<file path="src/hdl/cfra_pkg.sv">
package cfra_pkg;

   localparam int RATIO_W    = 32;
   localparam int NUM_W      = 48;
   localparam int DEN_W      = 10;
   localparam int P_W        = 48;
   localparam int A_W        = 14;
   localparam int REM_W      = 32;
   localparam int FRAC_BITS  = 16;
   localparam int DIV_STEPS  = 64;
   localparam int DIV_CNT_W  = 6;
   localparam int ERR_W      = 20;
   localparam int TOL_W      = 14;
   localparam int ERR_TOL    = 10000;
   localparam int A_MAX_BND  = 10000;

   localparam logic [REM_W-1:0] EPS_Q32 = 32'd429497;

   localparam int DEF_MAX_TERMS  = 24;
   localparam int DEF_TERM_LIMIT = 1000;

   typedef enum logic [3:0] {
      ST_IDLE,
      ST_CHK_MUL,
      ST_CHK_ERR,
      ST_CHK_DEC,
      ST_DIV,
      ST_MUL,
      ST_UPD,
      ST_FIN,
      ST_CMP_L,
      ST_CMP_R
   } state_type;

   typedef enum logic [1:0] {
      ASPECT_SQUARE    = 2'd0,
      ASPECT_LANDSCAPE = 2'd1,
      ASPECT_PORTRAIT  = 2'd2
   } aspect_type;

   typedef struct packed {
      logic load;
      logic chk_mul;
      logic chk_err;
      logic div_init;
      logic div_step;
      logic mul;
      logic upd;
      logic fin_sel;
      logic cmp_l;
      logic commit;
   } cmd_type;

   typedef struct packed {
      logic stop_hit;
   } status_type;

endpackage

</file>
<file path="src/hdl/cfra_ctrl.sv">
module cfra_ctrl #(
   parameter int MAX_TERMS = cfra_pkg::DEF_MAX_TERMS
) (
   input  logic                   clock,
   input  logic                   reset,
   input  logic                   req_valid,
   output logic                   req_ready,
   output logic                   rsp_valid,
   input  logic                   rsp_ready,
   input  cfra_pkg::status_type   status,
   output cfra_pkg::cmd_type      cmd
);

   localparam int TERM_CNT_W = $clog2(MAX_TERMS + 1);
   localparam logic [TERM_CNT_W-1:0] TERMS_END = TERM_CNT_W'(MAX_TERMS);
   localparam logic [cfra_pkg::DIV_CNT_W-1:0] DIV_LAST =
      cfra_pkg::DIV_CNT_W'(cfra_pkg::DIV_STEPS - 1);

   cfra_pkg::state_type state_ff, state_in;
   logic [TERM_CNT_W-1:0] terms_ff, terms_in;
   logic [cfra_pkg::DIV_CNT_W-1:0] bit_cnt_ff, bit_cnt_in;
   logic rsp_valid_ff, rsp_valid_in;
   logic stop;
   logic out_free;

   assign stop     = (terms_ff == TERMS_END) || status.stop_hit;
   assign out_free = !rsp_valid_ff || rsp_ready;

   always_comb begin
      state_in = state_ff;
      unique case (state_ff)
         cfra_pkg::ST_IDLE:    if (req_valid) state_in = cfra_pkg::ST_CHK_MUL;
         cfra_pkg::ST_CHK_MUL: state_in = cfra_pkg::ST_CHK_ERR;
         cfra_pkg::ST_CHK_ERR: state_in = cfra_pkg::ST_CHK_DEC;
         cfra_pkg::ST_CHK_DEC: state_in = stop ? cfra_pkg::ST_FIN : cfra_pkg::ST_DIV;
         cfra_pkg::ST_DIV:     if (bit_cnt_ff == DIV_LAST) state_in = cfra_pkg::ST_MUL;
         cfra_pkg::ST_MUL:     state_in = cfra_pkg::ST_UPD;
         cfra_pkg::ST_UPD:     state_in = cfra_pkg::ST_CHK_MUL;
         cfra_pkg::ST_FIN:     state_in = cfra_pkg::ST_CMP_L;
         cfra_pkg::ST_CMP_L:   state_in = cfra_pkg::ST_CMP_R;
         cfra_pkg::ST_CMP_R:   if (out_free) state_in = cfra_pkg::ST_IDLE;
         default:              state_in = cfra_pkg::ST_IDLE;
      endcase
   end

   always_comb begin
      cmd       = '0;
      req_ready = 1'b0;
      unique case (state_ff)
         cfra_pkg::ST_IDLE: begin
            req_ready = 1'b1;
            cmd.load  = req_valid;
         end
         cfra_pkg::ST_CHK_MUL: cmd.chk_mul  = 1'b1;
         cfra_pkg::ST_CHK_ERR: cmd.chk_err  = 1'b1;
         cfra_pkg::ST_CHK_DEC: cmd.div_init = !stop;
         cfra_pkg::ST_DIV:     cmd.div_step = 1'b1;
         cfra_pkg::ST_MUL:     cmd.mul      = 1'b1;
         cfra_pkg::ST_UPD:     cmd.upd      = 1'b1;
         cfra_pkg::ST_FIN:     cmd.fin_sel  = 1'b1;
         cfra_pkg::ST_CMP_L:   cmd.cmp_l    = 1'b1;
         cfra_pkg::ST_CMP_R:   cmd.commit   = out_free;
         default: ;
      endcase
   end

   always_comb begin
      terms_in = terms_ff;
      if (cmd.load) begin
         terms_in = '0;
      end else if (cmd.upd) begin
         terms_in = terms_ff + TERM_CNT_W'(1);
      end
      bit_cnt_in = bit_cnt_ff;
      if (cmd.div_init) begin
         bit_cnt_in = '0;
      end else if (cmd.div_step) begin
         bit_cnt_in = bit_cnt_ff + cfra_pkg::DIV_CNT_W'(1);
      end
      rsp_valid_in = rsp_valid_ff;
      if (cmd.commit) begin
         rsp_valid_in = 1'b1;
      end else if (rsp_ready) begin
         rsp_valid_in = 1'b0;
      end
   end

   always_ff @(posedge clock) begin
      if (reset) begin
         state_ff     <= cfra_pkg::ST_IDLE;
         terms_ff     <= '0;
         bit_cnt_ff   <= '0;
         rsp_valid_ff <= 1'b0;
      end else begin
         state_ff     <= state_in;
         terms_ff     <= terms_in;
         bit_cnt_ff   <= bit_cnt_in;
         rsp_valid_ff <= rsp_valid_in;
      end
   end

   assign rsp_valid = rsp_valid_ff;

   a_terms_bound: assert property (@(posedge clock) disable iff (reset)
      terms_ff <= TERMS_END)
      else $error("term count past limit");

   a_div_holds: assert property (@(posedge clock) disable iff (reset)
      (state_ff == cfra_pkg::ST_DIV && bit_cnt_ff != DIV_LAST) |=>
      state_ff == cfra_pkg::ST_DIV)
      else $error("divider left early");

   a_no_overwrite: assert property (@(posedge clock) disable iff (reset)
      (cmd.commit && rsp_valid_ff) |-> rsp_ready)
      else $error("pending beat overwritten");

endmodule

</file>
<file path="config.mk">
export PLATFORM = sky130hd
export DESIGN_NAME = cfra_ctrl
export DESIGN_NICKNAME = d
export VERILOG_FILES = /design/src/hdl/cfra_pkg.sv /design/src/hdl/cfra_ctrl.sv
export SDC_FILE = /design/constraint.sdc
export NUM_CORES = 1
export LEC_CHECK = 0
export ABC_AREA = 1
export BUFFER_PORTS_ARGS = -buffer_cell sky130_fd_sc_hd__buf_4
export CORE_MARGIN = 10
export CORE_UTILIZATION = 45
export CTS_CLUSTER_SIZE = 20
export DETAILED_ROUTE_END_ITERATION = 8
export GPL_TIMING_DRIVEN = 0
export PLACE_DENSITY = 0.67
export SKIP_CTS_REPAIR_TIMING = 1
export SLEW_MARGIN = 0
export SYNTH_ARGS = -nofsm -noshare
export SYNTH_HDL_FRONTEND = slang
export SYNTH_SLANG_ARGS = --single-unit
</file>
<file path="constraint.sdc">
create_clock -name clock -period 1.1 [get_ports clock]
set_input_delay 0 -clock clock [delete_from_list [all_inputs] [get_ports clock]]
set_output_delay 0 -clock clock [all_outputs]
set_load 0.02 [all_outputs]
</file>
==> key figures <==
Power and ir drop
  • Static Leak: 0.569 nW
  • Pwr/cell area: 1000 nW/µm²
  • Worst IR Drop VDD: approximately 730 µV

Global route
  • Remaining Overflow, GRT: 0
  • First-pass GRT wire length: 3280 µm
  • Pin count of the biggest net entering global routing: 10
  • Initial antenna violation count: 0
  • GR Util All Layers: 0.0955
  • Number of global-route vias before repair: 770

Timing
  • Final setup vio count: 24
  • Crit share post-route: 1.31
  • Slew @ Worst Pin: 0.284 ns
  • RSZ-0062 raised after global routing: yes
  • Final setup margin: -0.343 ns
  • Clk_skew: 0.00201 ns
  • Fmax: 693 MHz
  • Worst relative slew slack: 0.811
  • Setup TNS: -4.07 ns
  • Max-slew violations: 0
  • Final Hold Vio Count: 0
  • Fin crit period: 1.44 ns

Min path
  • Worst hold path class: in -> reg
  • Hold EP: state_ff[0]$_SDFFE_PP0P_
  • Worst Min Path Start: rsp_ready
  • Hold path cells: 4

Flow run
  • Max-cap violations: 0

Place
  • Routability cong.: 0.816
  • PortBufs: 16
  • Dpl cells: around 170
  • Post-DP HPWL: 1530 µm

Floorplanning
  • Initial Util: 0.468
  • Core area: 1920 µm²
  • Number of placement rows: 16
  • Chip height: 64.7 µm
  • Die area: 4190 µm²
  • Die X: 64.7 µm
  • # IOs: 17

Status
  • Status: complete, but fails checks
  • Failing checks: setup timing

Cells and area
  • Filler Cells Inserted: 123
  • Count of nets after finishing: 174
  • Layout Cells excl Fill: 192
  • ANT cells: 0
  • Layout cells sized above 1: 0.588
  • Syn-to-layout area delta: 70.2%

Yosys
  • Register bit total from synthesis: 16
  • Post-synth cell types: 23
  • Syn_nets: approximately 140
  • Cell taking the most area after synthesis: dfxtp_1
  • Synth Warn #: 0
  • Post-synth top area share: 0.356
  • Mean cell area of the mapped netlist: approximately 7 µm²
  • Synth top area cells: dfxtp_1, nand2_1, inv_1, nor2_1, a21oi_1
  • Synth Instances: 129
  • Seq/Total Area, Yosys: 0.356
  • Mapped Area: 900 µm²

CTS
  • CTS tree: yes
  • Root buffer cell: clkbuf_4
  • H-tree depth: 1
  • Max clock buf depth: 2
  • Clock sinks: 16
  • Num CTS Buffers: 3
  • Worst-path clk slew: around 0.1 ns
  • Clock Latency Late Sink: slightly below 0.3 ns

Critical path
  • Reg-to-reg endpoint: bit_cnt_ff[0]$_SDFFE_PP0P_
  • CP Launch Point: state_ff[0]$_SDFFE_PP0P_
  • Crit path launch type: register
  • Worst-path fanout max: 4
  • R2R cell count: 6
  • CP Capture Type: primary output
  • Crit path arrival time: ~1.4 ns
  • Worst Setup Path Type: reg -> out
  • Worst EP required: 1.10 ns
  • FF-to-FF setup slack: -0.19 ns
  • Launching point of the worst reg2reg path: state_ff[2]$_SDFFE_PP0P_

Drt
  • First-pass DRT Iterations: 4
  • Final antenna-violating net count: 0
  • Vias per cell: 5.04
  • DR vias: between 900 and 1000
  • Initial DRC count: 37
  • Routed len/inst: between 15 and 20 µm
  • Drc violations: 0
  • Drt total wl: 2900 µm
report_power, final:
part / internal (mW) / switching [mW] / leakage [nW] / total (mW)
registers: 0.594 / 0.0432 / 0.135 / 0.637
logic: 0.205 / 0.279 / 0.413 / 0.484
clock network: 0.202 / 0.210 / 0.0210 / 0.412
total: 1.00 / 0.532 / 0.569 / 1.53
Yosys cell counts (all sizes together):
master	count
ha	3
nand2	24
xnor2	3
o21ai	5
buf	1
nand4	1
dfxtp	16
xor2	2
nor4	1
nor3	3
nor2	24
a21oi	10
a31oi	1
nor3b	1
nand3	10
inv	24
area by class of cell:
class	instances	area (µm²)	share of cell area
repair buffers	32	295	0.193
flip-flops and latches	16	348	0.227
multi-input cells	88	708	0.462
plain buffers	1	7.51	0.00490
inverters	24	103	0.0670
clock buffers	4	36.3	0.0237
well taps	27	33.8	0.0221
metrics by stage:
step | area [µm²] | hold slack (ns) | power (mW) | worst slack [ns] | utilization
floorplan | 921 | 0.0620 | 0.833 | -0.0737 | -
global placement | 1070 | 0.204 | 0.931 | -0.238 | 0.559
detailed placement | 1070 | 0.210 | 0.936 | -0.241 | 0.559
CTS | 1110 | -0.106 | 1.33 | -0.445 | 0.578
global route | 1530 | 0.0387 | 1.59 | -0.402 | 0.797
finish | 1530 | 0.0336 | 1.53 | -0.343 | 0.797
logic make-up (layout without fill, tap and decap cells):
| kind of cell | count (synthesis) | after routing | share of synthesized area |
|---|---|---|---|
| xor gates and xnor gates | 5 | 5 | 0.0487 |
| DFF | 16 | 16 | 0.356 |
| buffers and inverters | 25 | 61 | 0.108 |
| adders and majority gates | 3 | 3 | 0.0417 |
| AOI/OAI and AO/OA | 16 | 16 | 0.0988 |
| and+or+nand+nor | 64 | 64 | 0.346 |
worst max-delay path by stage:
stage,end,slack (ns),depth (start not counted)
after floorplan,state_ff[3]$_SDFFE_PP0P_,-0.07,5
after detailed placement,bit_cnt_ff[4]$_SDFFE_PP0P_,-0.24,6
after global routing,cmd[0],-0.40,6
final,cmd[0],-0.34,6
after global placement,bit_cnt_ff[3]$_SDFFE_PP0P_,-0.24,6
after CTS,cmd[0],-0.45,6
critical path: stages (launching register included):
cell	delay [ns]
dfxtp_4	0.41
inv_4	0.06
nor2_4	0.15
inv_2	0.08
nor4_4	0.18
buf_4	0.16
buf_6	0.11
layout by cell type, fill, tap and decap left out, types with 4 or more instances in the layout:
| master | n |
|---|---|
| a21oi_1 | 6 |
| a21oi_2 | 4 |
| buf_4 | 18 |
| buf_6 | 14 |
| dfxtp_1 | 8 |
| dfxtp_4 | 7 |
| inv_1 | 11 |
| inv_2 | 8 |
| inv_4 | 5 |
| nand2_1 | 18 |
| nand3_1 | 5 |
| nor2_1 | 9 |
| nor2_2 | 4 |
| nor2_4 | 11 |
flip-flops by register name (all words and copies together) (netlist names):
| register | cells |
|---|---|
| bit_cnt_ff | 6 |
| rsp_valid | 1 |
| state_ff | 4 |
| terms_ff | 5 |
routing by layer:
metal | GRT usage | vias to the layer above | part of all wire
met5 | 0 | - | 0
met2 | 0.155 | 16 | 0.55
met3 | 0.0292 | 6 | 0.030
met4 | 0.0401 | 0 | 0.013
li1 | - | 478 | -
met1 | 0.114 | 468 | 0.41
(Power assumes the default switching activity.)
